[src/rtl/core/cpat_key_mem.sv]
// Key storage: one write port and one registered read port.
`timescale 1ns / 1ps

module cpat_key_mem #(
  parameter int unsigned DEPTH = 64,
  parameter int unsigned KEY_W = 68,
  localparam int unsigned IdxW = (DEPTH > 1) ? $clog2(DEPTH) : 1
) (
  input  logic             clk_i,
  input  logic             wr_en_i,
  input  logic [IdxW-1:0]  wr_addr_i,
  input  logic [KEY_W-1:0] wr_key_i,
  input  logic             rd_en_i,
  input  logic [IdxW-1:0]  rd_addr_i,
  output logic [KEY_W-1:0] rd_key_o
);

  logic [KEY_W-1:0] mem_q [DEPTH];
  logic [KEY_W-1:0] rd_key_q;

  always_ff @(posedge clk_i) begin
    if (wr_en_i) begin
      mem_q[wr_addr_i] <= wr_key_i;
    end
  end

  always_ff @(posedge clk_i) begin
    if (rd_en_i) begin
      rd_key_q <= mem_q[rd_addr_i];
    end
  end

  assign rd_key_o = rd_key_q;

endmodule

[config.mk]
export PLATFORM = sky130hd
export DESIGN_NAME = cpat_key_mem
export DESIGN_NICKNAME = d
export VERILOG_FILES = /design/src/rtl/core/cpat_key_mem.sv
export SDC_FILE = /design/constraint.sdc
export NUM_CORES = 2
export LEC_CHECK = 0
export BUFFER_PORTS_ARGS = -buffer_cell sky130_fd_sc_hd__buf_2
export CAP_MARGIN = 25
export CORE_ASPECT_RATIO = 1.25
export CORE_MARGIN = 2
export CORE_UTILIZATION = 35
export DETAILED_ROUTE_END_ITERATION = 10
export SLEW_MARGIN = 40
export SYNTH_ARGS = -nofsm -noshare
export SYNTH_HDL_FRONTEND = slang
export SYNTH_MEMORY_MAX_BITS = 65536
export SYNTH_SLANG_ARGS = --single-unit
[constraint.sdc]
create_clock -name clk_i -period 10.7 [get_ports clk_i]
set_input_delay 0.535 -clock clk_i [delete_from_list [all_inputs] [get_ports clk_i]]
set_output_delay 0.535 -clock clk_i [all_outputs]
set_load 0.005 [all_outputs]
# [Word level (Yosys, flattened, before mapping)]
# Memory sizes are Yosys's and may differ from the RTL's. A register that Yosys moved wholly into a read port is not among the register bits.
# Cells that the tools add are included.
[totals] reg_bits=0 mem_bits_rw=4352 inputBits=83 memories=1
[memory_table] memory="mem_q" depth=64 word_bits=68 read_ports=1 rd_clocked_by_memory_dff=1 wr=1 line="18" source="logic [KEY_W-1:0] mem_q [DEPTH];"
[classes] mux=2
[op_table] op="2-to-1 mux 1 bit" n=2

# [Longest topological paths before layout]
[logic_depth] depth_word=2 ltp_mapped=10 mapped_depth_nobuf=5

# [Worst setup path after synthesis]
# No wires, ideal clock.
[synth_timing] kind="input -> register" from="in wr_addr_i[3]" to="mem mem_q[48][0] (enable)" arrival_time_ns=5.649 t_required_ns=10.123 setup_slack_ns=4.474 stages=4 path_buffers=1 path_cell_list="clkbuf_1 > nor2b_1 > nand4b_1 > nor3_1"
[synth_rtl] item="from (decl)" line="11" source="input logic [IdxW-1:0] wr_addr_i,"
[synth_rtl] item="to (decl)" line="18"
# No word-level cell before the write port.

# [Final worst setup path]
[layout_timing] from="in wr_addr_i[2]" to="mem mem_q[37][1] (enable)"
# No word-level cell before the write port.

==> run_results.csv <==
group,metric,value,unit
outcome,status,"completed",
synth,yosysSeqAreaShare,79.9,%
pwr,power_density,188,nW/um2
clock_network,clkTransAtPathRegs,0.07,ns
clock_network,cts_tree,"done",
drt,vias,82299,
timing,finalWorstSetupSlack,7.02,ns
place,place_ws,6.16,ns
min_path,whs_endpoint,"mem_q[26][44]",
worst_setup_path,critical_path_buf_inv_count,3,
place,hpwlAfterDp,268,mm
synth,yosysWarnings,0,
cells_and_area,syn_to_final_growth,14.1,%
drt,ant_nets,0,
clock_network,holdBufCountCts,3,
global_routing,grt_overflow_total,0,
clock_network,cts_resized,0,
min_path,worstHoldPathCells,1,
clock_network,cts.path.max_buffers,4,
timing,finalSetupViolations,0,
clock_network,cts-root-buf,"clkbuf_16",
worst_setup_path,timing.rr.start,"mem_q[40][20]",
floorplan,initial_core_util,35.2,%
floorplan,row_count,282,
clock_network,cts_sinks,4420,
worst_setup_path,critPathMaxFanout,28,
timing,slew_violations,0,
timing,relSlewSlack,36.7,%
synth,ys_seq_elements,4420,
worst_setup_path,reg2reg_to,"rd_key_o[20]",
drt,first_iter_violations,11745,
worst_setup_path,cp_top_family,"simple AND/OR/NAND/NOR gates",
worst_setup_path,cp.required,11.20,ns
cells_and_area,layout.nets,7561,
clock_network,htree_levels,5,
place,io_buffers,150,
timing,final.period_utilization,34.4,%
clock_network,post_cts_buffers,0,
min_path,hp-start,"wr_key_i[44]",
synth,yosysTopAreaCell,"edfxtp_1",
timing,setup_tns,0,ns
synth,yosys.area.top_type_share,79.9,%
timing,fmax,272,MHz
drt,drc,0,
synth,synth_cell_types,34,
global_routing,grtUsageTotal,20.4,%
drt,wl_per_cell,35.5,um
cells_and_area,final_cell_mix,"edfxtp_1 (4420), mux4_2 (1031), clkbuf_16 (417)",
worst_setup_path,cp.arrival,4.18,ns
cells_and_area,final_common_cell,"edfxtp_1",
worst_setup_path,crit_path_frequent_cell,"buf_4",
synth,mappedNetlistNets,7160,
drt,dr.pass1.iters,6,
global_routing,antenna_found_initial,45,
floorplan,die_x,620,um
worst_setup_path,critical_path.slowest_cell,"nor2_4",
pwr,p_leak,57.7,nW
synth,syn_area_per_cell,23.5,um2
job,cap_violations,0,
global_routing,grt_max_degree,120,
worst_setup_path,slowest_delay,0.89,ns
min_path,hp-class,"input pin to register",
global_routing,grt_pass1_vias,81895,
worst_setup_path,critPathCaptureType,"register",
synth,synth_cells,7077,
drt,via_per_inst,5.85,
worst_setup_path,cp.depth,6,
worst_setup_path,rr_worst_depth,5,
timing,period_needed,3.68,ns
worst_setup_path,path_class,"input pin to register",
floorplan,die_height,774,um
worst_setup_path,r2r_slack,8.65,ns
timing,finalHoldViolCount,0,
floorplan,dieArea,480000,um2
timing,tightest_slew,0.950,ns
synth,yosys-top-cells-area,"edfxtp_1 (80%), mux4_2 (14%), o22ai_1 (1.4%)",
clock_network,clock_latency,0.96,ns
drt,routed_wl,500,mm
cells_and_area,drive_gt1_share,27.0,%
worst_setup_path,worstPathCellList,"buf_2, nor2b_1, nand3_1, nor2_4, buf_4, buf_4",
floorplan,ios,151,
place,gp_congestion,0.792,
synth,netlist_area,166000,um2
floorplan,core,472000,um2
timing,rsz0062_at_grt,"false",
clock_network,numCtsBuffers,408,
timing,skew,0.0772,ns
global_routing,grt_pass1_wl,679,mm
pwr,vdd_drop_max,0.136,mV
worst_setup_path,startpoint_type,"input pin",
worst max-delay path by stage:
stage,startpoint,to,slack (ns)
finish,wr_addr_i[2],mem_q[37][1],7.02
global route,rd_addr_i[0],rd_key_o[65],6.92
CTS,rd_addr_i[0],rd_key_o[65],7.14
detailed placement,rd_addr_i[3],rd_key_o[56],6.16
global placement,rd_addr_i[3],rd_key_o[15],5.96
floorplan,wr_addr_i[3],mem_q[48][0],4.47
routing by layer:
metal  global-route usage (%)  wire [um]
met1                     26.2     182000
met2                     34.8     252000
met3                     3.88      47700
met4                     6.78      18200
met5                        0        170
registers in the layout, summed over array words and instances, names as in the netlist:
| signal | flops |
|---|---|
| mem_q | 4352 |
| rd_key_o | 68 |
report_power, final:
part	switching [mW]	leakage, nW	internal [mW]	total (mW)
clock	6.41	6.43	8.24	14.6
combinational	1.04	11.5	0.581	1.62
sequential	0.0905	39.8	19.2	19.3
worst reg2reg max path: cells and delay by family (launching register included):
family           cells  cell delay, ns
AO/OA/AOI/OAI        2            0.64
flip-flops           1            0.38
multiplexers         1            0.47
AND/OR/NAND/NOR      2            0.29
cell usage after synthesis:
cell type and n:
a211oi_1 108, a21oi_1 16, a22oi_1 60, a31oi_1 12
and2_1 3, and2b_1 1, buf_1 38, buf_2 83
buf_4 68, buf_6 39, clkbuf_1 185, edfxtp_1 4420
inv_1 1, mux2i_1 130, mux4_2 1031, nand2_1 29
nand2b_1 9, nand3_1 30, nand3b_1 2, nand4_1 2
nand4b_1 1, nor2_1 86, nor2b_1 84, nor3_1 103
nor4_1 56, o211a_1 12, o21ai_0 8, o21ai_1 4
o221ai_1 23, o22a_1 56, o22ai_1 370, or2_2 5
or3_1 1, or3b_2 1
final cells by class:
type / count / area, um2
Inverter: 1 / 5.00
Timing Repair Buffer: 404 / 4000
Fill cell: 40649 / 283000
Clock inverter: 245 / 2500
Multi-Input combinational cell: 2243 / 31900
Sequential cell: 4420 / 133000
Antenna cell: 15 / 37.5
Tap cell: 6248 / 7820
Clock buffer: 494 / 10700
stage by stage:
| step | hold slack, ns | utilization, % | cells | cell area (um2) | power, mW |
|---|---|---|---|---|---|
| 5_1_grt | 0.0723 | 40.1 | 14059 | 190000 | 36.4 |
| 2_1_floorplan | 0.634 | - | 7077 | 166000 | 20.5 |
| 6_report | 0.0794 | 40.1 | 14070 | 190000 | 35.6 |
| 4_1_cts | 0.0101 | 40.1 | 14048 | 189000 | 35.7 |
| 3_5_place_dp | 0.855 | 37.3 | 13306 | 176000 | 21.3 |
| 3_3_place_gp | 0.832 | 37.0 | 13270 | 175000 | 21.2 |
kinds of logic (layout without fill, tap and decap cells):
group / after synthesis / count (layout) / synth area share [%]
buffers and inverters: 414 / 1144 / 1.33
and+or+nand+nor: 413 / 413 / 1.29
DFF: 4420 / 4420 / 79.9
other: 0 / 15 / 0
muxes: 1161 / 1161 / 14.8
AOI/OAI and AO/OA: 669 / 669 / 2.77
(Power assumes the default switching activity.)
