===== config.mk =====
export PLATFORM = sky130hd
export DESIGN_NAME = cpat_seq
export DESIGN_NICKNAME = d
export VERILOG_FILES = /design/src/rtl/core/cpat_pkg.sv /design/src/rtl/core/cpat_seq.sv
export SDC_FILE = /design/constraint.sdc
export NUM_CORES = 1
export LEC_CHECK = 0
export BUFFER_PORTS_ARGS = -buffer_cell sky130_fd_sc_hd__buf_4
export CORE_ASPECT_RATIO = 0.9
export CORE_MARGIN = 3
export CORE_UTILIZATION = 55
export CTS_CLUSTER_DIAMETER = 200
export CTS_CLUSTER_SIZE = 25
export DETAILED_ROUTE_END_ITERATION = 10
export GPL_TIMING_DRIVEN = 0
export PLACE_DENSITY = 0.83
export SETUP_SLACK_MARGIN = 0.5
export SYNTH_ARGS = -nofsm -noshare
export SYNTH_HDL_FRONTEND = slang
export SYNTH_SLANG_ARGS = --single-unit

===== constraint.sdc =====
create_clock -name clk_i -period 3.7 [get_ports clk_i]
set_input_delay 0.37 -clock clk_i [delete_from_list [all_inputs] [get_ports clk_i]]
set_output_delay 0.37 -clock clk_i [all_outputs]
set_load 0.01 [all_outputs]

===== src/rtl/core/cpat_pkg.sv =====
// Shared types and constants of the color pair allocation table.
`timescale 1ns / 1ps

package cpat_pkg;

  // Fixed field widths of the request and response beats.
  localparam int unsigned OP_W      = 2;
  localparam int unsigned COLOR_W   = 26;
  localparam int unsigned ATTR_IN_W = 16;
  localparam int unsigned PAIR_W    = 6;

  // Request operation codes. The fourth code is unused and ignored.
  typedef enum logic [OP_W-1:0] {
    OP_ALLOC    = 2'd0,
    OP_FREE_TMP = 2'd1,
    OP_FREE_ALL = 2'd2
  } op_e;

  // States of the sequencer.
  typedef enum logic [1:0] {
    ST_IDLE,
    ST_SCAN,
    ST_RESULT
  } seq_state_e;

  // One request beat as seen by the sequencer.
  typedef struct packed {
    logic [OP_W-1:0]         operation;
    logic signed [COLOR_W-1:0] fg_index;
    logic signed [COLOR_W-1:0] bg_index;
    logic [ATTR_IN_W-1:0]    attr_bits;
    logic                    temporary;
  } req_t;

  // One response beat.
  typedef struct packed {
    logic [PAIR_W-1:0] pair_idx;
    logic              hit;
    logic              table_full;
  } res_t;

endpackage


===== src/rtl/core/cpat_seq.sv =====
// Sequencer: scans the table through one shared key comparator, allocates and frees entries.
`timescale 1ns / 1ps

module cpat_seq
  import cpat_pkg::*;
#(
  parameter int unsigned TABLE_DEPTH = 64,
  parameter int unsigned ATTR_WIDTH  = 16,
  localparam int unsigned IdxW  = (TABLE_DEPTH > 1) ? $clog2(TABLE_DEPTH) : 1,
  localparam int unsigned AttrW = (ATTR_WIDTH < ATTR_IN_W) ? ATTR_WIDTH : ATTR_IN_W,
  localparam int unsigned KeyW  = 2 * COLOR_W + AttrW
) (
  input  logic            clk_i,
  input  logic            rst_ni,
  input  logic            in_valid_i,
  output logic            in_ready_o,
  input  req_t            req_i,
  output logic            res_valid_o,
  input  logic            res_take_i,
  output res_t            res_o,
  output logic            rd_en_o,
  output logic [IdxW-1:0] rd_addr_o,
  input  logic [KeyW-1:0] rd_key_i,
  output logic            wr_en_o,
  output logic [IdxW-1:0] wr_addr_o,
  output logic [KeyW-1:0] wr_key_o
);

  localparam logic [IdxW-1:0] LastIdx = IdxW'(TABLE_DEPTH - 1);

  seq_state_e             state_q, state_d;
  logic [TABLE_DEPTH-1:0] valid_q, valid_d;
  logic [TABLE_DEPTH-1:0] tmp_q, tmp_d;
  logic [IdxW-1:0]        scan_cnt_q, scan_cnt_d;
  logic                   iss_done_q, iss_done_d;
  logic                   cmp_vld_q, cmp_vld_d;
  logic [IdxW-1:0]        cmp_idx_q, cmp_idx_d;
  logic                   free_fnd_q, free_fnd_d;
  logic [IdxW-1:0]        free_idx_q, free_idx_d;
  logic [KeyW-1:0]        key_q, key_d;
  logic                   temp_q, temp_d;
  res_t                   res_q, res_d;

  logic            accept;
  logic            match;
  logic            cur_free;
  logic            scan_last;
  logic            alloc_ok;
  logic [IdxW-1:0] alloc_idx;

  // The shared compare unit looks at the entry whose key arrived this cycle.
  always_comb begin
    match     = cmp_vld_q && valid_q[cmp_idx_q] && (rd_key_i == key_q);
    cur_free  = cmp_vld_q && !valid_q[cmp_idx_q];
    scan_last = cmp_vld_q && (cmp_idx_q == LastIdx);
    alloc_ok  = free_fnd_q || cur_free;
    alloc_idx = free_fnd_q ? free_idx_q : cmp_idx_q;
  end

  // Next state.
  always_comb begin
    state_d = state_q;
    unique case (state_q)
      ST_IDLE: begin
        if (in_valid_i) begin
          state_d = (op_e'(req_i.operation) == OP_ALLOC) ? ST_SCAN : ST_RESULT;
        end
      end
      ST_SCAN: begin
        if (match || scan_last) begin
          state_d = ST_RESULT;
        end
      end
      ST_RESULT: begin
        if (res_take_i) begin
          state_d = ST_IDLE;
        end
      end
      default: state_d = ST_IDLE;
    endcase
  end

  // Outputs of the state machine.
  always_comb begin
    in_ready_o  = (state_q == ST_IDLE);
    res_valid_o = (state_q == ST_RESULT);
    rd_en_o     = (state_q == ST_SCAN) && !iss_done_q;
    rd_addr_o   = scan_cnt_q;
    res_o       = res_q;
  end

  assign accept = in_valid_i && in_ready_o;

  // Datapath and table bookkeeping.
  always_comb begin
    valid_d    = valid_q;
    tmp_d      = tmp_q;
    scan_cnt_d = scan_cnt_q;
    iss_done_d = iss_done_q;
    cmp_vld_d  = 1'b0;
    cmp_idx_d  = cmp_idx_q;
    free_fnd_d = free_fnd_q;
    free_idx_d = free_idx_q;
    key_d      = key_q;
    temp_d     = temp_q;
    res_d      = res_q;
    wr_en_o    = 1'b0;
    wr_addr_o  = alloc_idx;
    wr_key_o   = key_q;

    if (accept) begin
      key_d      = {req_i.fg_index, req_i.bg_index, req_i.attr_bits[AttrW-1:0]};
      temp_d     = req_i.temporary;
      scan_cnt_d = '0;
      iss_done_d = 1'b0;
      free_fnd_d = 1'b0;
      res_d      = '0;
      unique case (op_e'(req_i.operation))
        OP_FREE_TMP: begin
          valid_d = valid_q & ~tmp_q;
          tmp_d   = '0;
        end
        OP_FREE_ALL: begin
          valid_d = '0;
          tmp_d   = '0;
        end
        default: ;
      endcase
    end

    if (state_q == ST_SCAN) begin
      if (rd_en_o) begin
        cmp_vld_d = 1'b1;
        cmp_idx_d = scan_cnt_q;
        if (scan_cnt_q == LastIdx) begin
          iss_done_d = 1'b1;
        end else begin
          scan_cnt_d = scan_cnt_q + 1'b1;
        end
      end
      if (cur_free && !free_fnd_q) begin
        free_fnd_d = 1'b1;
        free_idx_d = cmp_idx_q;
      end
      if (match) begin
        res_d.pair_idx   = PAIR_W'(cmp_idx_q);
        res_d.hit        = 1'b1;
        res_d.table_full = 1'b0;
      end else if (scan_last) begin
        if (alloc_ok) begin
          wr_en_o            = 1'b1;
          valid_d[alloc_idx] = 1'b1;
          tmp_d[alloc_idx]   = temp_q;
          res_d.pair_idx     = PAIR_W'(alloc_idx);
          res_d.hit          = 1'b0;
          res_d.table_full   = 1'b0;
        end else begin
          res_d.pair_idx   = '0;
          res_d.hit        = 1'b0;
          res_d.table_full = 1'b1;
        end
      end
    end
  end

  always_ff @(posedge clk_i or negedge rst_ni) begin
    if (!rst_ni) begin
      state_q    <= ST_IDLE;
      valid_q    <= '0;
      tmp_q      <= '0;
      scan_cnt_q <= '0;
      iss_done_q <= 1'b0;
      cmp_vld_q  <= 1'b0;
      free_fnd_q <= 1'b0;
    end else begin
      state_q    <= state_d;
      valid_q    <= valid_d;
      tmp_q      <= tmp_d;
      scan_cnt_q <= scan_cnt_d;
      iss_done_q <= iss_done_d;
      cmp_vld_q  <= cmp_vld_d;
      free_fnd_q <= free_fnd_d;
    end
  end

  always_ff @(posedge clk_i) begin
    cmp_idx_q  <= cmp_idx_d;
    free_idx_q <= free_idx_d;
    key_q      <= key_d;
    temp_q     <= temp_d;
    res_q      <= res_d;
  end

  // A temporary mark only ever sits on a valid entry.
  a_tmp_subset_valid: assert property (@(posedge clk_i) disable iff (!rst_ni)
    (tmp_q & ~valid_q) == '0)
    else $error("temporary mark on an invalid entry");

  // A new key always lands in a slot that is valid afterwards.
  a_alloc_sets_valid: assert property (@(posedge clk_i) disable iff (!rst_ni)
    wr_en_o |=> valid_q[$past(wr_addr_o)])
    else $error("allocated slot not marked valid");

  // The full flag is only raised when every slot is taken.
  a_full_only_when_full: assert property (@(posedge clk_i) disable iff (!rst_ni)
    (state_q == ST_SCAN && scan_last && !match && !alloc_ok) |-> (&valid_q))
    else $error("table reported full with a free slot");

  // A result never claims both a hit and a failed allocation.
  a_hit_not_full: assert property (@(posedge clk_i) disable iff (!rst_ni)
    res_valid_o |-> !(res_o.hit && res_o.table_full))
    else $error("result has both hit and full set");

endmodule


# After elaboration in Yosys (flattened, before gate mapping)
# Cells that the tools add are included.
dict set report classes {
  eq_ne 10
  bitwise_logic 3
  reduce_logical 19
  addsub 1
  order_cmp 3
  mux 45
}
# cell n
set ops {}
lappend ops {{2-to-1 mux 64 bit} 11}
lappend ops {{case mux 64 bit (2 select lines)} 1}
lappend ops {{equality test 68 bit} 1}
lappend ops {{AND 64 bit} 1}
lappend ops {{bitwise mux 64 bit} 1}
lappend ops {{NOT 64 bit} 1}
lappend ops {{bitwise OR 64 bit} 1}
lappend ops {{2-to-1 mux 8 bit} 5}
lappend ops {{2-to-1 mux 6 bit} 5}
lappend ops {{2-to-1 mux 1 bit} 15}
lappend ops {{< comparator 6 x 7 -> 1 bit, second input constant} 2}
lappend ops {{equality test 6 bit, second input constant} 2}
lappend ops {{logical AND 1 bit} 8}
lappend ops {{2-to-1 mux 2 bit} 4}
lappend ops {{adder 6 x 1 -> 6 bit, second input constant} 1}
lappend ops {{binary-select mux 1 bit (select 6 bit)} 1}
lappend ops {{demux 1 bit (select 6 bit)} 1}
lappend ops {{greater-or-equal comparator 6 x 1 -> 1 bit, second input constant} 1}
lappend ops {{case mux 2 bit (3 select lines)} 1}
lappend ops {{equality test 2 x 1 -> 1 bit, second input constant} 2}
lappend ops {{equality test 2 bit, second input constant} 2}
lappend ops {{logical NOT 2 bit} 2}
lappend ops {{!= test 2 bit, second input constant} 2}
lappend ops {{AND reduction 2 bit} 2}
lappend ops {{5 further kinds} 8}
dict set report totals {
  wordCells 95
  in_bits 143
  out_inout_bits 92
  ff_bits 228
}

# Logic depth before layout (Yosys ltp)
# Gate-level depths: netlist of run 1.
dict set report logic_depth {
  depth_word 10
  mapped_depth 12
  mapped_depth_nobuf 8
}

# Worst setup path before layout of run 1
# No wires, ideal clock.
dict set report synth_path {
  kind {reg-to-reg}
  startpoint {register state_q[0]}
  endpoint {register tmp_q[43]}
  t_required_ns 3.563
  path_buffers 3
  synth_period_minus_slack_ns 3.311
  path_stages_with_launch 10
  arrival_ns 3.174
  setup_time_ns 0.137
  slack_ns 0.389
  path_cell_list {dfrtp_1 nor2_1 nand2_1 inv_1 nand2_1 clkbuf_1 clkbuf_1 clkbuf_1 nand2_1 mux2i_1}
}
dict set report synth_between {
  elab_chain_len 8
  elab_cells_between_ends 9
  cone_classes {eq/ne: 1; mux: 6; reduce/logical: 2}
}
# element line
set synth_lines {}
lappend synth_lines {{start: declaration} cpat_seq.sv:31} ;# seq_state_e state_q, state_d;
lappend synth_lines {{start signal: assignment} cpat_seq.sv:176} ;# state_q <= state_d;
lappend synth_lines {{logical NOT 2 bit *} cpat_seq.sv:85} ;# in_ready_o = (state_q == ST_IDLE);
lappend synth_lines {{net in_ready_o} cpat_seq.sv:16} ;# output logic in_ready_o,
lappend synth_lines {{logical AND 1 bit *} cpat_seq.sv:92} ;# assign accept = in_valid_i && in_ready_o;
lappend synth_lines {{net accept} cpat_seq.sv:44} ;# logic accept;
lappend synth_lines {{2-to-1 mux 64 bit *} cpat_seq.sv:111} ;# if (accept) begin
lappend synth_lines {{bitwise mux 64 bit} cpat_seq.sv:153} ;# tmp_d[alloc_idx] = temp_q;
lappend synth_lines {{2-to-1 mux 64 bit} cpat_seq.sv:150} ;# if (alloc_ok) begin
lappend synth_lines {{2-to-1 mux 64 bit} cpat_seq.sv:149} ;# end else if (scan_last) begin
lappend synth_lines {{2-to-1 mux 64 bit} cpat_seq.sv:145} ;# if (match) begin
lappend synth_lines {{2-to-1 mux 64 bit *} cpat_seq.sv:131} ;# if (state_q == ST_SCAN) begin
lappend synth_lines {{net tmp_d[43]} cpat_seq.sv:33} ;# logic [TABLE_DEPTH-1:0] tmp_q, tmp_d;
lappend synth_lines {{end signal: assignment} cpat_seq.sv:178} ;# tmp_q <= tmp_d;
lappend synth_lines {{end: declaration} cpat_seq.sv:33}
# The timed path passes the listed nets; every way through them passes the cells marked *.
# A chain may end at the register's enable or synchronous reset.

# Final worst setup path of run 1
dict set report layout_path {
  startpoint {register cmp_idx_q[0]}
  endpoint {output wr_en_o}
}
dict set report layout_between {
  elab_chain_len 9
  elab_cells_between_ends 13
  cone_classes {eq/ne: 1; mux: 6; reduce/logical: 6}
}
# element line
set layout_lines {}
lappend layout_lines {{start: declaration} cpat_seq.sv:37} ;# logic [IdxW-1:0] cmp_idx_q, cmp_idx_d;
lappend layout_lines {{start signal: assignment} cpat_seq.sv:187} ;# cmp_idx_q <= cmp_idx_d;
lappend layout_lines {{binary-select mux 1 bit (select 6 bit)} {cpat_seq.sv:53, cpat_seq.sv:54}}
lappend layout_lines {{2-to-1 mux 1 bit (not written as such)} {cpat_seq.sv:53, cpat_seq.sv:54}}
lappend layout_lines {{logical NOT 1 bit} cpat_seq.sv:54} ;# cur_free = cmp_vld_q && !valid_q[cmp_idx_q];
lappend layout_lines {{logical AND 1 bit} cpat_seq.sv:54}
lappend layout_lines {{logical OR 1 bit} cpat_seq.sv:56} ;# alloc_ok = free_fnd_q || cur_free;
lappend layout_lines {{2-to-1 mux 1 bit} cpat_seq.sv:150}
lappend layout_lines {{2-to-1 mux 1 bit} cpat_seq.sv:149}
lappend layout_lines {{2-to-1 mux 1 bit *} cpat_seq.sv:145}
lappend layout_lines {{2-to-1 mux 1 bit *} cpat_seq.sv:131}
lappend layout_lines {{end: declaration} cpat_seq.sv:24} ;# output logic wr_en_o,
# Mark *: on every way between the ends. The rest lies on a longest branch, timed or not. The select of a mux whose other input is x is not followed.

==> results.txt, run 1 <==
----------------------------------------------------
[Status]
  Result of the run ... complete, no violations

[Floorplanning]
  Starting density of the core ... 0.562
  Die ar. ... 22,300 sq um
  Number of cell rows ... between 40 and 50
  Horizontal die dimension ... ~160 um
  Placeable Area ... ~20,000 sq um
  Number of primary I/O pins ... about 240
  Floorplan die height ... 142 um

[STA]
  Slew Viols, Final ... 0
  Tightest Pin Transition ... between 0.9 and 1 ns
  Number of hold violations in the final report ... 0
  Maximum clock frequency ... around 280 MHz
  Minimum clock period ... between 3 and 4 ns
  Worst clock skew ... ~0.029 ns
  Setup repair after global routing missed its margin ... yes
  Worst slew margin relative to its limit ... 0.396
  Share of the clock period used by the worst path after layout ... 0.963
  Setup-failing EPs final ... 0
  Worst setup margin ... approximately 0.14 ns

[Layout]
  Fraction of final layout cells sized beyond drive strength 1 ... 0.252
  Utilization after layout ... 0.703
  Antenna cells ... 0
  Register area ... between 6000 and 7000 sq um
  Count of nets after finishing ... 1,459
  Filler Cells Inserted ... 1,458
  Final instance area ... approximately 14,000 sq um
  Footprint of the multi-input gates ... 5030 sq um
  Signed area change from the synthesized netlist to the final layout ... 25.0%

[Clocking]
  Clock tree buffer depth ... 3
  Number of buffers inserted during clock tree synthesis ... 13
  Clock transition time at the flip-flop clock pins of the worst setup and hold paths ... approximately 0.1 ns
  CTS tree ... built
  Number of levels the H-tree was split into ... 1
  CTS root buf ... clkbuf_16
  Number of sinks on the clock net ... 228
  Clk Latency, worst-skew pair ... 0.49 ns

[Global routing]
  Antenna violations before repair ... 0
  Total congestion overflow after global routing ... 0
  Combined global-route utilization of all metal layers ... 0.313
  Vias in the first global route ... roughly 9.5k
  Wire length of the first global-routing pass ... between 50,000 and 60,000 um
  Pin count of the biggest net entering global routing ... 90

[Placed design]
  Count of buffers from port buffering ... roughly 230
  Post-placement cell area ... 13,400 sq um
  Placer congestion estimate ... 0.969
  Worst slack at placement ... ~0.12 ns
  Post-DP HPWL ... between 20,000 and 30,000 um

[Critical path]
  CP Cell Sequence ... buf_4 -> mux4_2 -> a22o_1 -> a311o_1 -> a21oi_4 -> buf_4 -> and3_4 -> buf_6
  Endpoint of the lowest-slack register-to-register path ... tmp_q[47]$_DFF_PN0_
  Setup slack of the worst register-to-register path ... 0.51 ns
  Start of the worst register-to-register path ... wr_key_o[20]$_DFFE_PP_
  Startpoint Class ... flop
  Crit-path most repeated cell ... buf_4
  Crit path arrival time ... around 3.2 ns
  Slowest stage cell, crit path ... mux4_2
  Number of cells traversed by the worst register-to-register path ... 9
  Crit path required time ... 3.33 ns
  Max Fanout on Critical Path ... 10
  Critical Path Sink Type ... output port
  Category of the critical setup timing path ... flop to output port
  Critical path's largest stage delay ... around 0.55 ns

[Yosys]
  Part of the Yosys area used for sequential elements ... 0.539
  Cell accounting for the most synthesized area ... dfrtp_1
  Cell count after synthesis ... about 1.1k
  Count leader, synth ... nand2_1
  EDFF count, synth ... 81
  Net count after synthesis ... roughly 1.2k
  Average size of a mapped cell ... 10.6 sq um
  Yosys warning count ... 0
  Async SR Flop Fraction ... 0.610
  Count of state elements after synthesis ... between 200 and 250
  Count of cell types in the netlist ... 61
  Netlist area before placement ... ~11,000 sq um
  Top cells by instance count after synthesis ... nand2_1, dfrtp_1, mux2i_1
  Share of the synthesized area in the top cell type ... 0.309
  Synth area leaders ... dfrtp_1, edfxtp_1, mux2i_1, nand2_1, o2111ai_1
  Ys flop type ... dfrtp_1

[Drt]
  Routed wire length ... between 30,000 and 40,000 um
  First-pass iteration count of the detailed router ... 5
  DR DRC count ... 0
  DR iter-0 viols ... about 960
  Vias per Instance ... roughly 6.2
  Routed length per placed instance ... between 20 and 25 um
  Detail Route Antenna Nets ... 0
  Total number of vias ... ~9.8k

[Worst hold path]
  Hold Path Origin ... req_i[2]
  Number of cells on the worst hold path ... 1
  Hold Crit Class ... input pin to flop
  Destination of the worst hold path ... wr_key_o[1]$_DFFE_PP_

[Pwr]
  Power density over the cells ... 497 nW/um^2
  Leakage Power ... 6.67 nW
  Peak ir drop on the vdd network ... between 500 and 600 uV

[Run]
  Reported max-cap violation count ... 0

----------------------------------------------------
## report_power, final
part	total, mW	switching [mW]	internal [mW]
logic	2.34	1.50	0.837
registers	3.13	0.209	2.92
clock network	1.54	0.855	0.682
## timing repair
action	CTS	global route
setup buffers	1	0
setup endpoints to repair	76	75
resized for setup	31	33
hold buffers	1	0
gates cloned	0	0
endpoints found under the hold margin	50	0
pin swaps	7	3
## worst max-delay path: cells and delay by family (launching register included)
| family | cells | cell delay (ns) |
|---|---|---|
| compound gates | 3 | 0.97 |
| buf+inv | 3 | 0.59 |
| flops | 1 | 0.36 |
| mux | 1 | 0.55 |
| simple gates | 1 | 0.22 |
## metrics by stage
step,setup TNS [ns],hold slack [ns],power (mW),std cells
after floorplan,0,0.0744,4.31,1059
after global placement,-21.04,0.426,5.27,1548
after detailed placement,0,0.352,5.35,1551
after CTS,0,0.0332,6.91,1574
after global routing,0,0.0212,7.28,1574
final,0,0.0404,7.01,1574
## cell families (layout without fill, tap and decap cells)
group	Yosys count	count (layout)	share of synthesized area
multiplexers	97	97	0.0950
flip-flops	228	228	0.539
buffers and inverters	93	353	0.0356
XOR/XNOR	48	48	0.0373
adder cells (fa/ha/maj)	3	3	0.00333
AND/OR/NAND/NOR	418	418	0.186
AO/OA/AOI/OAI	172	172	0.104
## routing by layer
layer | part of all wire | routed length [um] | vias to the layer above | global-route usage
li1 | - | - | 4308 | -
met1 | 0.40 | 14300 | 4876 | 0.436
met2 | 0.49 | 17400 | 507 | 0.514
met3 | 0.077 | 2760 | 86 | 0.0424
met4 | 0.037 | 1310 | 0 | 0.0958
met5 | 0 | 0 | - | 0
## flip-flops by register name (all words and copies together) (netlist names)
signal	count
cmp_idx_q	6
cmp_vld_q	1
free_fnd_q	1
free_idx_q	6
iss_done_q	1
rd_addr_o	6
res_o	8
state_q	2
temp_q	1
tmp_q	64
valid_q	64
wr_key_o	68
## placed cells by master (no fill, tap or decap), types with 4 or more instances in the layout
cell | synthesis | routed
a21oi_1 | 7 | 7
a22oi_1 | 4 | 4
buf_2 | 15 | 14
buf_4 | 3 | 236
buf_6 | 3 | 7
clkbuf_1 | 45 | 44
clkbuf_16 | 0 | 13
clkbuf_2 | 0 | 6
dfrtp_1 | 139 | 139
dfxtp_1 | 8 | 8
edfxtp_1 | 81 | 81
inv_1 | 23 | 22
mux2i_1 | 89 | 88
mux4_2 | 8 | 8
nand2_1 | 155 | 155
nand2b_1 | 39 | 39
nand3_1 | 30 | 30
nand4_1 | 26 | 26
nor2_1 | 42 | 42
nor2b_1 | 73 | 73
nor3_1 | 15 | 15
nor4_1 | 15 | 13
o2111ai_1 | 55 | 35
o2111ai_2 | 0 | 20
o21ai_0 | 68 | 68
o21ai_1 | 5 | 4
o22ai_1 | 7 | 7
xnor2_1 | 27 | 24
xor2_1 | 21 | 20
## area by class of cell
| class | count | area share |
|---|---|---|
| Clock inverter | 2 | 0.00275 |
| Clock buffer | 19 | 0.0247 |
| Multi-Input combinational cell | 738 | 0.357 |
| Tap cell | 255 | 0.0226 |
| Timing Repair Buffer | 239 | 0.131 |
| Inverter | 25 | 0.00701 |
| Sequential cell | 228 | 0.431 |
| Buffer | 68 | 0.0244 |
## worst max-delay path by stage
| stage | from | to | slack (ns) | depth (start not counted) |
|---|---|---|---|---|
| 4_1_cts | wr_key_o[16]$_DFFE_PP_ | wr_en_o | 0.08 | 8 |
| 2_1_floorplan | state_q[0]$_DFFE_PN0P_ | tmp_q[43]$_DFF_PN0_ | 0.73 | 9 |
| 3_5_place_dp | rd_key_i[39] | wr_en_o | 0.12 | 9 |
| 5_1_grt | wr_key_o[18]$_DFFE_PP_ | wr_en_o | 0.08 | 8 |
| 3_3_place_gp | in_valid_i | tmp_q[51]$_DFF_PN0_ | -0.60 | 9 |
| 6_report | cmp_idx_q[0]$_DFFE_PP_ | wr_en_o | 0.14 | 8 |
Power figures use the tool's default switching activity.
==> run 2: changes to the inputs <==
--- a/config.mk
+++ b/config.mk
@@ -8,12 +8,12 @@
 export BUFFER_PORTS_ARGS = -buffer_cell sky130_fd_sc_hd__buf_4
 export CORE_ASPECT_RATIO = 0.9
 export CORE_MARGIN = 3
-export CORE_UTILIZATION = 55
+export CORE_UTILIZATION = 45
 export CTS_CLUSTER_DIAMETER = 200
 export CTS_CLUSTER_SIZE = 25
 export DETAILED_ROUTE_END_ITERATION = 10
 export GPL_TIMING_DRIVEN = 0
-export PLACE_DENSITY = 0.83
+export PLACE_DENSITY = 0.71
 export SETUP_SLACK_MARGIN = 0.5
 export SYNTH_ARGS = -nofsm -noshare
 export SYNTH_HDL_FRONTEND = slang
==> run 2 against run 1 <==
Worst setup slack improved by 0.10 ns. Global-route usage fell by 5.2 points. Die area increased by 21%. Fmax increased by 2.9%. Register-to-register slack better by 0.08 ns. Wire length is 1.9% higher. First-iteration DRC count down 12%. Hold slack got worse by 0.014 ns. Final area grew 1.3%. Clock power is 3% higher.
==> results.txt, run 2 (synthesized netlist as in run 1, its figures left out) <==
----------------------------------------------------
[Critical path]
  Category of the critical setup timing path ... flop to output port
  Max Fanout on Critical Path ... 2
  Slowest stage cell, crit path ... or4b_4
  Critical path's largest stage delay ... between 0.5 and 0.6 ns
  Buf+Inv Stages, Crit Path ... 2
  Dominant delay contributor by cell family on the critical path ... simple AND/OR/NAND/NOR gates
  CP Cell Sequence ... xor2_1 -> or4_1 -> nor4_4 -> nand4_1 -> or4b_4 -> buf_8 -> and3_4 -> buf_6
  Crit path required time ... about 3.3 ns
  Critical Path Sink Type ... output port
  Crit path arrival time ... a little over 3 ns
  Startpoint Class ... flop
  Setup slack of the worst register-to-register path ... 0.59 ns

[Layout]
  Number of standard cells in the layout, taps in and fillers out ... about 1.7k
  Utilization after layout ... 0.584
  Final instance area ... approximately 14,000 sq um
  Count of nets after finishing ... 1,465
  Fraction of final layout cells sized beyond drive strength 1 ... 0.259
  Antenna cells ... 0
  Highest-count cells in the layout ignoring fill and taps ... buf_4, nand2_1, dfrtp_1, mux2i_1, edfxtp_1
  Leading cell type in the layout, fill and taps excluded ... buf_4
  Signed area change from the synthesized netlist to the final layout ... 26.7%
  Max FFs per register ... slightly below 70

[Floorplanning]
  Placeable Area ... about 24,000 sq um
  Starting density of the core ... 0.461
  Number of cell rows ... 54
  Horizontal die dimension ... 173 um
  Floorplan die height ... 156 um
  Number of primary I/O pins ... roughly 240
  Die ar. ... about 27,000 sq um

[Drt]
  Vias per Instance ... a little under 6
  Top layer in use ... met4
  Met3 layer wire length in the routed design ... 3300 um
  Routed length on met1 ... between 15,000 and 20,000 um
  DR iter-0 viols ... approximately 850
  First-pass iteration count of the detailed router ... 5
  Routed wire length ... ~36,000 um
  Routed length per placed instance ... ~22 um
  DR DRC count ... 0
  Total number of vias ... between 9k and 10k
  Total length of routed met2 wires ... approximately 17,000 um
  Detail Route Antenna Nets ... 0

[Global routing]
  Total congestion overflow after global routing ... 0
  Wire length of the first global-routing pass ... around 55,000 um
  Combined global-route utilization of all metal layers ... 0.261
  Pin count of the biggest net entering global routing ... between 80 and 90
  Antenna violations before repair ... 0
  Vias in the first global route ... a little over 9k

[STA]
  Setup total negative slack ... 0 ns
  Setup-failing EPs final ... 0
  Number of hold violations in the final report ... 0
  Worst slew margin relative to its limit ... 0.458
  Setup repair after global routing missed its margin ... yes
  Slew Viols, Final ... 0
  Minimum clock period ... 3.46 ns
  Worst clock skew ... 0.0366 ns
  Tightest Pin Transition ... 0.810 ns
  Maximum clock frequency ... 289 MHz
  Share of the clock period used by the worst path after layout ... 0.936

[Placed design]
  Post-DP HPWL ... approximately 27,000 um
  Count of buffers from port buffering ... around 230
  Placer congestion estimate ... just under 1
  Post-placement cell area ... around 14,000 sq um
  Post-placement cell count ... 1,631

[Status]
  Result of the run ... complete, no violations

[Pwr]
  Power density over the cells ... ~500 nW/um^2
  Peak ir drop on the vdd network ... a little under 500 uV
  Overall power of the completed layout ... around 7.1 mW
  Leakage Power ... ~6.7 nW

[Clocking]
  Number of levels the H-tree was split into ... 1
  CTS tree ... built
  Clock transition time at the flip-flop clock pins of the worst setup and hold paths ... 0.11 ns
  Number of sinks on the clock net ... about 230
  CTS root buf ... clkbuf_16
  Clock tree buffer depth ... 3
  Clk Latency, worst-skew pair ... a little over 0.5 ns
  Number of buffers inserted during clock tree synthesis ... 13

[Worst hold path]
  Hold Crit Class ... input pin to flop

[Run]
  Reported max-cap violation count ... 0

----------------------------------------------------
==> run 2: power by group <==
group          switching, mW  internal (mW)  total (mW)
clock                  0.894          0.683        1.58
sequential             0.195           2.92        3.11
combinational           1.53          0.849        2.38
==> run 2: worst paths after layout <==
check                                       start                 endpoint  depth (start not counted)
min                                     req_i[65]   wr_key_o[64]$_DFFE_PP_                          1
max in group asynchronous                  rst_ni    valid_q[62]$_DFF_PN0_                          3
max                        wr_key_o[26]$_DFFE_PP_                  wr_en_o                          8
max reg2reg                wr_key_o[55]$_DFFE_PP_      tmp_q[63]$_DFF_PN0_                          9
min in group asynchronous                  rst_ni       tmp_q[7]$_DFF_PN0_                          2
min reg2reg                cmp_idx_q[1]$_DFFE_PP_  free_idx_q[1]$_DFFE_PP_                          0
==> run 2: layout make-up <==
class                           count  area, sq um
Buffer                             68          352
Clock buffer                       19          348
Clock inverter                      2         38.8
Fill cell                        2164        10200
Inverter                           25         98.8
Multi-Input combinational cell    738         5070
Sequential cell                   228         6070
Tap cell                          336          420
Timing Repair Buffer              244         1870
Timing Repair inverter              1         5.00
==> run 2: per-layer routing <==
| layer | GRT usage | vias up |
|---|---|---|
| met2 | 0.422 | 414 |
| met1 | 0.361 | 4790 |
| met3 | 0.0652 | 45 |
| li1 | - | 4326 |
| met4 | 0.0533 | 0 |
| met5 | 0 | - |
==> run 2: timing repair <==
item                                   4_1_cts  5_1_grt
endpoints found under the hold margin       58        0
cloned                                       1        0
setup buffers                                5        2
resized for setup                           29       39
setup endpoints to repair                   42       65
hold buffers                                 1        0
pin swaps                                   12        1
==> run 2: metrics by stage <==
step | hold slack [ns] | worst slack [ns]
after floorplan | 0.0744 | 0.729
after global placement | 0.431 | -0.700
final | 0.0265 | 0.235
after global routing | 0.00802 | 0.122
after CTS | 0.0247 | 0.259
after detailed placement | 0.387 | 0.0954
==> run 3: changes to the inputs <==
--- a/config.mk
+++ b/config.mk
@@ -8,12 +8,13 @@
 export BUFFER_PORTS_ARGS = -buffer_cell sky130_fd_sc_hd__buf_4
 export CORE_ASPECT_RATIO = 0.9
 export CORE_MARGIN = 3
-export CORE_UTILIZATION = 45
+export CORE_UTILIZATION = 55
+export CTS_BUF_LIST = sky130_fd_sc_hd__clkbuf_16
 export CTS_CLUSTER_DIAMETER = 200
 export CTS_CLUSTER_SIZE = 25
 export DETAILED_ROUTE_END_ITERATION = 10
 export GPL_TIMING_DRIVEN = 0
-export PLACE_DENSITY = 0.71
+export PLACE_DENSITY = 0.83
 export SETUP_SLACK_MARGIN = 0.5
 export SYNTH_ARGS = -nofsm -noshare
 export SYNTH_HDL_FRONTEND = slang
==> run 3 against run 2 <==
Clock skew down 0.0049 ns. Final cell count fell by 5.2%. Sequential share of layout area rose by 0.57 points. Wire length fell by 2.1%. Worst setup slack got worse by 0.11 ns. Sequential power about the same. Utilization grew 12 points. Global-route usage grew 5.2 points. Final area down 1.3%. Clock power shrank 3%.
==> results.txt, run 3 (synthesized netlist as in run 1, its figures left out) <==
----------------------------------------------------
[Status]
  Result of the run ... complete, no violations

[Run]
  Reported max-cap violation count ... 0

[Critical path]
  Crit path arrival time ... around 3.2 ns
  Setup crit start ... cmp_idx_q[0]$_DFFE_PP_
  Crit path required time ... approximately 3.3 ns
  Startpoint Class ... flop
  Category of the critical setup timing path ... flop to output port
  Max Fanout on Critical Path ... 10
  Start of the worst register-to-register path ... wr_key_o[20]$_DFFE_PP_
  Critical Path Sink Type ... output port

[Drt]
  First-pass iteration count of the detailed router ... 7
  DR iter-0 viols ... 923
  Routed length per placed instance ... approximately 23 um
  Total number of vias ... between 9k and 10k
  DR DRC count ... 0
  Routed wire length ... approximately 36,000 um
  Vias per Instance ... between 6 and 7
  Detail Route Antenna Nets ... 0

[Clocking]
  Clk Latency, worst-skew pair ... roughly 0.50 ns
  Clock tree buffer depth ... 3
  Number of levels the H-tree was split into ... 1
  Clock transition time at the flip-flop clock pins of the worst setup and hold paths ... 0.10 ns
  Number of sinks on the clock net ... 228
  CTS root buf ... clkbuf_16
  Number of buffers inserted during clock tree synthesis ... 13
  CTS tree ... built

[Placed design]
  Placer congestion estimate ... just under 1
  Post-DP HPWL ... between 20,000 and 30,000 um
  Worst slack at placement ... around 0.12 ns
  Post-placement cell area ... about 13,000 sq um
  Post-placement cell count ... ~1.6k
  Count of buffers from port buffering ... between 200 and 250

[Global routing]
  Total congestion overflow after global routing ... 0
  Combined global-route utilization of all metal layers ... 0.313
  Vias in the first global route ... approximately 9.5k
  Wire length of the first global-routing pass ... 54,000 um
  Pin count of the biggest net entering global routing ... 90
  Antenna violations before repair ... 0

[Layout]
  Count of nets after finishing ... 1,459
  Footprint of the multi-input gates ... a little over 5000 sq um
  Final instance area ... about 14,000 sq um
  Leading cell type in the layout, fill and taps excluded ... buf_4
  Filler Cells Inserted ... 1,458
  Signed area change from the synthesized netlist to the final layout ... 25.0%
  Register area ... 6070 sq um
  Antenna cells ... 0
  Max FFs per register ... just under 70
  Number of standard cells in the layout, taps in and fillers out ... 1,574
  Fraction of final layout cells sized beyond drive strength 1 ... 0.252
  Utilization after layout ... 0.703
  Highest-count cells in the layout ignoring fill and taps ... buf_4, nand2_1, dfrtp_1, mux2i_1, edfxtp_1

[Floorplanning]
  Die ar. ... around 22,000 sq um
  Number of primary I/O pins ... 235
  Number of cell rows ... slightly below 50
  Horizontal die dimension ... between 150 and 200 um
  Floorplan die height ... 142 um
  Starting density of the core ... 0.562
  Placeable Area ... ~20,000 sq um

[STA]
  Maximum clock frequency ... approximately 280 MHz
  Setup repair after global routing missed its margin ... yes
  Share of the clock period used by the worst path after layout ... 0.965
  Worst setup margin ... about 0.13 ns
  Number of hold violations in the final report ... 0
  Tightest Pin Transition ... 0.889 ns
  Minimum clock period ... between 3 and 4 ns
  Setup-failing EPs final ... 0
  Slew Viols, Final ... 0
  Worst slew margin relative to its limit ... 0.405
  Worst clock skew ... 0.0317 ns

[Worst hold path]
  Hold Crit Class ... input pin to flop
  Hold Path Origin ... req_i[2]

[Pwr]
  Overall power of the completed layout ... approximately 7.0 mW
  Peak ir drop on the vdd network ... ~570 uV
  Leakage Power ... 6.70 nW
  Power density over the cells ... slightly below 500 nW/um^2

----------------------------------------------------
-- run 3: path summary, 6_finish.rpt --
check / cells after the start / slack (ns) / endpoint
setup / recovery: 8 / 0.13 / wr_en_o
hold / removal: 1 / 0.04 / wr_key_o[1]$_DFFE_PP_
setup reg to reg: 9 / 0.51 / tmp_q[47]$_DFF_PN0_
hold reg to reg: 0 / 0.45 / free_idx_q[2]$_DFFE_PP_
max in group asynchronous: 3 / 2.52 / valid_q[58]$_DFF_PN0_
min in group asynchronous: 2 / 0.38 / valid_q[28]$_DFF_PN0_
-- run 3: worst max-delay path: stages, from the launching register on --
cell and delay (ns):
edfxtp_1 0.36, buf_4 0.21, mux4_2 0.55, a22o_1 0.23, a311o_1 0.40, a21oi_4 0.34, buf_4 0.28, and3_4 0.22
buf_6 0.10
-- run 3: power by group --
| group | switching [mW] | internal (mW) |
|---|---|---|
| logic | 1.50 | 0.837 |
| clock network | 0.860 | 0.666 |
| registers | 0.208 | 2.92 |
-- run 3: what timing repair did --
item	CTS	global route
setup endpoints to repair	76	75
pin swaps	7	3
gates cloned	0	0
hold buffers	1	0
resized for setup	31	33
setup buffers	1	0
hold endpoints to repair	50	0
-- run 3: layer usage --
layer / routed length, um / vias up / share of wire / global-route usage
li1: - / 4308 / - / -
met1: 14000 / 4843 / 0.39 / 0.436
met2: 17400 / 557 / 0.49 / 0.514
met3: 3010 / 91 / 0.084 / 0.0424
met4: 1380 / 0 / 0.039 / 0.0958
met5: 0 / - / 0 / 0
-- run 3: area by class of cell --
class | count | share of cell area
sequential | 228 | 0.431
multi-input combinational | 738 | 0.357
timing repair buffer | 239 | 0.131
buffer | 68 | 0.0244
clock buffer | 13 | 0.0231
tap | 255 | 0.0226
inverter | 25 | 0.00701
clock inverter | 8 | 0.00435
-- run 3: metrics by stage --
stage               hold WS (ns)  setup TNS, ns
finish                    0.0396              0
global placement           0.426         -21.04
global route              0.0211              0
detailed placement         0.352              0
CTS                       0.0330              0
floorplan                 0.0744              0
